<file path="config.mk">
export PLATFORM = sky130hd
export DESIGN_NAME = touch_slider_gesture_detect
export DESIGN_NICKNAME = d
export VERILOG_FILES = /design/src/hdl/tsgd_pkg.sv /design/src/hdl/touch_slider_gesture_detect.sv
export SDC_FILE = /design/constraint.sdc
export NUM_CORES = 1
export LEC_CHECK = 0
export BUFFER_PORTS_ARGS = -buffer_cell sky130_fd_sc_hd__buf_2
export CORE_MARGIN = 1.5
export CORE_UTILIZATION = 55
export DETAILED_ROUTE_END_ITERATION = 10
export MAX_ROUTING_LAYER = met4
export PLACE_DENSITY = 0.79
export REMOVE_ABC_BUFFERS = 1
export SLEW_MARGIN = 0
export SYNTH_ARGS = -nofsm -noshare
export SYNTH_HDL_FRONTEND = slang
export SYNTH_SLANG_ARGS = --single-unit
</file>
<file path="constraint.sdc">
create_clock -name clk -period 17.6 [get_ports clk]
set_clock_uncertainty 0.05 [all_clocks]
set_input_delay 0.88 -clock clk [delete_from_list [all_inputs] [get_ports clk]]
set_output_delay 0.88 -clock clk [all_outputs]
set_load 0.02 [all_outputs]
</file>
<file path="src/hdl/tsgd_pkg.sv">
package tsgd_pkg;

	// action codes of one scan sample
	typedef enum logic [2:0] {
		ACT_NONE = 3'd0,
		ACT_DOWN = 3'd1,
		ACT_KEEP = 3'd2,
		ACT_MOVE = 3'd3,
		ACT_UP   = 3'd4
	} action_t;

	// event codes
	typedef enum logic [1:0] {
		EV_NONE       = 2'd0,
		EV_SLIDE_UP   = 2'd1,
		EV_SLIDE_DOWN = 2'd2
	} event_t;

	// configuration register indexes
	localparam int unsigned CFG_IDX_W = 3;
	localparam int unsigned CFG_DATA_W = 16;
	localparam logic [CFG_IDX_W-1:0] REG_VALID_START      = 3'd0;
	localparam logic [CFG_IDX_W-1:0] REG_VALID_END        = 3'd1;
	localparam logic [CFG_IDX_W-1:0] REG_MOVE_THR_BIG     = 3'd2;
	localparam logic [CFG_IDX_W-1:0] REG_MOVE_THR_SMALL   = 3'd3;
	localparam logic [CFG_IDX_W-1:0] REG_MOVE_LIMIT       = 3'd4;
	localparam logic [CFG_IDX_W-1:0] REG_LONG_PRESS_TICKS = 3'd5;

	// register reset values
	localparam logic [6:0]  VALID_START_RST    = 7'd0;
	localparam logic [6:0]  VALID_END_RST      = 7'd127;
	localparam logic [6:0]  MOVE_THR_BIG_RST   = 7'd8;
	localparam logic [6:0]  MOVE_THR_SMALL_RST = 7'd4;
	localparam logic [6:0]  MOVE_LIMIT_RST     = 7'd8;
	localparam logic [15:0] LONG_PRESS_RST     = 16'd100;

	// press tick counter saturation point
	localparam logic [15:0] TICK_MAX = 16'hFFFF;

endpackage

</file>
<file path="src/hdl/touch_slider_gesture_detect.sv">
// channel  | direction | handshake            | payload
// ---------+-----------+----------------------+------------------------------------------
// in       | input     | in_valid / in_stall  | touch, position
// out      | output    | out_valid / out_stall| event_res, action, current_position,
//          |           |                      | anchor_position, move_distance
// cfg      | input     | cfg_valid / cfg_ready| cfg_index, cfg_data
//
// one sample per cycle sustained while out_stall stays low; out_valid rises after a sample
// has passed the input register and then the state update into the result register
// arst_n clears the gesture state, the pipeline valids and loads the register defaults
// in_stall rises only while the input register is full and the result register is held
// by out_stall; cfg_ready is always high
module touch_slider_gesture_detect
	import tsgd_pkg::*;
(
	input  logic                  clk,
	input  logic                  arst_n,
	// sample channel
	input  logic                  in_valid,
	output logic                  in_stall,
	input  logic                  touch,
	input  logic signed [7:0]     position,
	// result channel
	output logic                  out_valid,
	input  logic                  out_stall,
	output logic [1:0]            event_res,
	output logic [2:0]            action,
	output logic [6:0]            current_position,
	output logic [6:0]            anchor_position,
	output logic [6:0]            move_distance,
	// configuration channel
	input  logic                  cfg_valid,
	output logic                  cfg_ready,
	input  logic [CFG_IDX_W-1:0]  cfg_index,
	input  logic [CFG_DATA_W-1:0] cfg_data
);

	// configuration registers
	logic [6:0]  valid_start_q, valid_end_q, move_thr_big_q, move_thr_small_q, move_limit_q;
	logic [15:0] long_press_ticks_q;

	// gesture state
	action_t           prev_action_q;
	logic [6:0]        cur_pos_q, anchor_pos_q;
	logic signed [7:0] signed_distance_q;
	logic [15:0]       tick_count_q;
	logic              moving_q, long_pressed_q;
	event_t            last_direction_q, held_event_q;

	// input register
	logic              valid_s1;
	logic              touch_s1;
	logic signed [7:0] position_s1;

	// result register
	logic              out_valid_q;
	event_t            event_q;
	action_t           action_q;
	logic [6:0]        cur_pos_out_q, anchor_out_q, distance_out_q;

	logic advance;

	assign cfg_ready = 1'b1;
	assign advance   = valid_s1 && (!out_valid_q || !out_stall);
	assign in_stall  = valid_s1 && !advance;

	// register writes
	always_ff @(posedge clk or negedge arst_n) begin
		if (!arst_n) begin
			valid_start_q      <= VALID_START_RST;
			valid_end_q        <= VALID_END_RST;
			move_thr_big_q     <= MOVE_THR_BIG_RST;
			move_thr_small_q   <= MOVE_THR_SMALL_RST;
			move_limit_q       <= MOVE_LIMIT_RST;
			long_press_ticks_q <= LONG_PRESS_RST;
		end else if (cfg_valid) begin
			case (cfg_index)
				REG_VALID_START:      valid_start_q      <= cfg_data[6:0];
				REG_VALID_END:        valid_end_q        <= cfg_data[6:0];
				REG_MOVE_THR_BIG:     move_thr_big_q     <= cfg_data[6:0];
				REG_MOVE_THR_SMALL:   move_thr_small_q   <= cfg_data[6:0];
				REG_MOVE_LIMIT:       move_limit_q       <= cfg_data[6:0];
				REG_LONG_PRESS_TICKS: long_press_ticks_q <= cfg_data;
				default: ;
			endcase
		end
	end

	// input register
	always_ff @(posedge clk or negedge arst_n) begin
		if (!arst_n) begin
			valid_s1 <= 1'b0;
		end else if (!in_stall) begin
			valid_s1 <= in_valid;
		end
	end

	always_ff @(posedge clk) begin
		if (!in_stall && in_valid) begin
			touch_s1    <= touch;
			position_s1 <= position;
		end
	end

	// next-state logic
	logic              in_window, idle;
	logic [6:0]        cur_n, anchor_det, anchor_n;
	logic signed [7:0] d, d_mod, lim, sd_n;
	logic [6:0]        d_mag, sd_mag;
	logic [15:0]       tick_n;
	logic              moving_n, long_n;
	action_t           act_n;
	event_t            ev_n, last_dir_n;

	always_comb begin
		in_window = touch_s1 && !position_s1[7] &&
			(position_s1[6:0] >= valid_start_q) && (position_s1[6:0] <= valid_end_q);
		idle  = (prev_action_q == ACT_NONE) || (prev_action_q == ACT_UP);
		cur_n = in_window ? position_s1[6:0] : cur_pos_q;

		d     = $signed({1'b0, cur_n}) - $signed({1'b0, anchor_pos_q});
		d_mag = d[7] ? 7'(-d) : d[6:0];
		lim   = $signed({1'b0, move_limit_q});

		act_n      = ACT_NONE;
		anchor_det = anchor_pos_q;
		tick_n     = tick_count_q;
		moving_n   = moving_q;
		last_dir_n = last_direction_q;
		sd_n       = signed_distance_q;
		d_mod      = d;

		// action detection
		if (idle && in_window) begin
			act_n      = ACT_DOWN;
			anchor_det = cur_n;
			tick_n     = '0;
		end else if (!idle && !in_window) begin
			act_n = ACT_UP;
		end else if (in_window) begin
			if (tick_count_q != TICK_MAX)
				tick_n = tick_count_q + 16'd1;
			if (!moving_q) begin
				if (d_mag >= move_thr_big_q) begin
					act_n      = ACT_MOVE;
					moving_n   = 1'b1;
					anchor_det = cur_n;
					d_mod      = d[7] ? -8'sd1 : ((d != 8'sd0) ? 8'sd1 : 8'sd0);
				end else begin
					act_n = ACT_KEEP;
				end
			end else if (d_mag >= move_thr_small_q) begin
				if ((d[7] && last_direction_q == EV_SLIDE_DOWN) ||
					(!d[7] && d != 8'sd0 && last_direction_q == EV_SLIDE_UP)) begin
					act_n      = ACT_KEEP;
					last_dir_n = EV_NONE;
				end else begin
					act_n = ACT_MOVE;
				end
			end else begin
				act_n = ACT_KEEP;
			end
			// clamp to the move limit
			if (d_mod > lim)
				sd_n = lim;
			else if (d_mod < -lim)
				sd_n = -lim;
			else
				sd_n = d_mod;
		end

		// event analysis
		long_n = long_pressed_q;
		if (act_n == ACT_UP && !moving_n) begin
			ev_n = held_event_q;
		end else if (act_n == ACT_KEEP && !long_pressed_q && !moving_n &&
			tick_n >= long_press_ticks_q) begin
			long_n = 1'b1;
			ev_n   = held_event_q;
		end else if (act_n == ACT_MOVE && !long_pressed_q) begin
			ev_n       = sd_n[7] ? EV_SLIDE_UP : EV_SLIDE_DOWN;
			last_dir_n = ev_n;
		end else begin
			ev_n = EV_NONE;
		end

		sd_mag   = sd_n[7] ? 7'(-sd_n) : sd_n[6:0];
		anchor_n = (ev_n == EV_SLIDE_UP || ev_n == EV_SLIDE_DOWN) ? cur_n : anchor_det;
	end

	// gesture state update, cleared on release
	always_ff @(posedge clk or negedge arst_n) begin
		if (!arst_n) begin
			prev_action_q     <= ACT_NONE;
			cur_pos_q         <= '0;
			anchor_pos_q      <= '0;
			signed_distance_q <= '0;
			tick_count_q      <= '0;
			moving_q          <= 1'b0;
			long_pressed_q    <= 1'b0;
			last_direction_q  <= EV_NONE;
			held_event_q      <= EV_NONE;
		end else if (advance) begin
			if (act_n == ACT_UP) begin
				prev_action_q     <= ACT_NONE;
				cur_pos_q         <= '0;
				anchor_pos_q      <= '0;
				signed_distance_q <= '0;
				tick_count_q      <= '0;
				moving_q          <= 1'b0;
				long_pressed_q    <= 1'b0;
				last_direction_q  <= EV_NONE;
				held_event_q      <= EV_NONE;
			end else begin
				prev_action_q     <= act_n;
				cur_pos_q         <= cur_n;
				anchor_pos_q      <= anchor_n;
				signed_distance_q <= sd_n;
				tick_count_q      <= tick_n;
				moving_q          <= moving_n;
				long_pressed_q    <= long_n;
				last_direction_q  <= last_dir_n;
				held_event_q      <= ev_n;
			end
		end
	end

	// result register
	always_ff @(posedge clk or negedge arst_n) begin
		if (!arst_n) begin
			out_valid_q <= 1'b0;
		end else if (advance) begin
			out_valid_q <= 1'b1;
		end else if (!out_stall) begin
			out_valid_q <= 1'b0;
		end
	end

	always_ff @(posedge clk) begin
		if (advance) begin
			event_q        <= ev_n;
			action_q       <= act_n;
			cur_pos_out_q  <= cur_n;
			anchor_out_q   <= anchor_det;
			distance_out_q <= sd_mag;
		end
	end

	assign out_valid        = out_valid_q;
	assign event_res        = event_q;
	assign action           = action_q;
	assign current_position = cur_pos_out_q;
	assign anchor_position  = anchor_out_q;
	assign move_distance    = distance_out_q;

endmodule
</file>
==> results.toml <==
[placed_design]
place_congestion = 0.9833
io_buffers = 60
dp_hpwl_um = 13900

[detailed_routing]
vias_per_cell = 5.957
post_drt_wl_per_cell_um = 17.88
ant_nets = 0
route.detailed.drc = 0
drt-initial-drc-count = 463
routed_wirelength_um = 19560
num_vias = 6517
drt_first_pass_iters = 5

[cts]
clk_pin_slew_ns = 0.06
cts_tree = "built"
cts_made_buffers = 17
clk_latency_ns = 0.43
cts_root_buffer = "clkbuf_16"
cts_resized = 0
postCtsSetupRepairBufs = 0
cts_hold_buf = 0
clk_path_buf_depth = 2
clock-sinks = 134
h-tree-depth = 4

[layout]
layout_common_cells = "87 x nand2_1, 86 x dfrtp_1, 82 x inv_1"
regArea_sq_um = 3545
final_common_cell = "nand2_1"
antenna_cells = 0
nFillCells = 1195
area_delta_synth_final_pct = 12.31
drive_gt1_share_pct = 17.47
finalNetCount = 1000
multiInputGateArea_sq_um = 4169

[setup_path]
startpoint_type = "flop"
crit_top_cell = "ha_1"
crit_path_end_kind = "flop"
crit_arrival_ns = 8.88
cp.required_ns = 17.73
critical_path_peak_fanout = 24
crit_path_max_incr_delay_ns = 0.58
cp_slowest_cell = "and2_1"
criticalPathCategory = "flop to flop"

[logic_synthesis]
yosysTopAreaCellShare_pct = 26.36
netlist_area_sq_um = 8164
yosysWarningCount = 0
synthArstFlopShare_pct = 73.88
ys_types = 69
synth_edf_count = 35
netlist_instances = 840
synthTopCellsByArea = "dfrtp_1 26%, edfxtp_1 13%, ha_1 11%"
synth-main-ff-cell = "dfrtp_1"
synth_top_area_cell = "dfrtp_1"
ys_seq_area_share_pct = 43.42
synth.avg_cell_area_sq_um = 9.719
synth-seq-cells = 134

[sta]
fmax_mhz = 114.2
hold_viol = 0
setup_viol = 0
slew_viol_final = 0
rsz0062_at_grt = "false"
fin_crit_ns = 8.757
timing.slew.headroom_pct = 38.95
setup_tns_ns = 0
worst_slew_pin_slew_ns = 0.9108
fin_crit_sh_pct = 49.76

[floorplan]
dieArea_sq_um = 15580
die_h_um = 124.8
initial_utilization_pct = 56.17
die_w_um = 124.8
core_sq_um = 14530
io_pins = 62
rows = 44

[hold_path]
hold_path_class = "primary input to asynchronous set/reset pin"

[global_routing]
grt_max_degree = 64
grt-ovfl-total = 0
grt_pass1_wl_um = 32350
track_usage_pct = 26.97
antenna_found_initial = 0
grt_pass1_vias = 6361

[run]
drv_cap = 0

[run_status]
run_status = "finished clean"
## path summary, 6_finish.rpt
check                                                  start  slack (ns)                            to  cells after the start
worst min-delay path                                  arst_n        0.36  valid_start_q[2]$_DFFE_PN0P_                      1
max in group asynchronous                             arst_n       15.95   move_limit_q[6]$_DFFE_PN0P_                      2
worst max-delay path              valid_end_q[4]$_DFFE_PN1P_        8.84    move_distance[6]$_DFFE_PP_                     33
worst max register to register    valid_end_q[4]$_DFFE_PN1P_        8.84    move_distance[6]$_DFFE_PP_                     33
min in group clk                tick_count_q[11]$_DFFE_PN0P_        0.43  tick_count_q[11]$_DFFE_PN0P_                      1
worst min register to register  tick_count_q[11]$_DFFE_PN0P_        0.43  tick_count_q[11]$_DFFE_PN0P_                      1
## through the flow
stage	worst slack (ns)	instances	util (%)	area [sq um]	hold WS, ns
after CTS	8.930	1094	63.09	9169	0.3706
after global placement	9.377	1062	59.22	8607	0.4155
after detailed placement	9.184	1062	59.22	8607	0.4239
after floorplan	10.13	812	-	8024	0.3992
after global routing	8.262	1094	63.09	9169	0.3972
final	8.843	1094	63.09	9169	0.3646
## flip-flops by register name (all words and copies together) (netlist names), 8 cells and up
signal,cells
long_press_ticks_q,16
position_s1,8
signed_distance_q,8
tick_count_q,16
## cells by family after synthesis
logic type / after synthesis / synth area share, %
compound gates: 220 / 18.25
flops: 134 / 43.42
buf+inv: 112 / 5.578
simple gates: 233 / 13.30
fa+ha+maj: 70 / 10.82
xor+xnor: 31 / 3.326
mux: 39 / 5.257
other cells: 1 / 0.04593
## synthesized netlist by cell type, types with 10 or more instances
cell type	n
nand2_1	87
dfrtp_1	86
inv_1	82
o21ai_0	74
ha_1	69
nor2_1	59
edfxtp_1	35
mux2_2	31
a21oi_1	24
xnor2_1	21
nand3_1	20
a21o_1	18
clkbuf_1	18
dfstp_2	13
o22ai_1	13
a22o_1	11
nand4_1	11
and3_1	10
o31ai_1	10
xor2_1	10
## worst max-delay path, delay by kind of cell, from the launching register on
family | cells | cell delay [ns]
adders and majority gates | 6 | 1.73
and+or+nand+nor | 10 | 2.57
buffers and inverters | 3 | 0.19
AOI/OAI and AO/OA | 9 | 2.33
DFF | 1 | 0.51
xor gates and xnor gates | 3 | 0.55
muxes | 2 | 0.61
## cell type report
cell class / count / area share (%)
timing repair buffer: 66 / 3.794
sequential: 134 / 38.66
clock buffer: 21 / 5.035
clock inverter: 11 / 1.092
tap: 184 / 2.511
multi-input combinational: 594 / 45.47
inverter: 84 / 3.439
## routing by layer
metal | wire [um] | global-route usage, %
met4 | 404 | 9.358
met3 | 1193 | 4.167
met2 | 9193 | 42.21
met1 | 8765 | 36.08
met5 | 0 | -
Power is not shown: default switching activity piles up to over one toggle a cycle in this logic, so the estimate is an artifact.
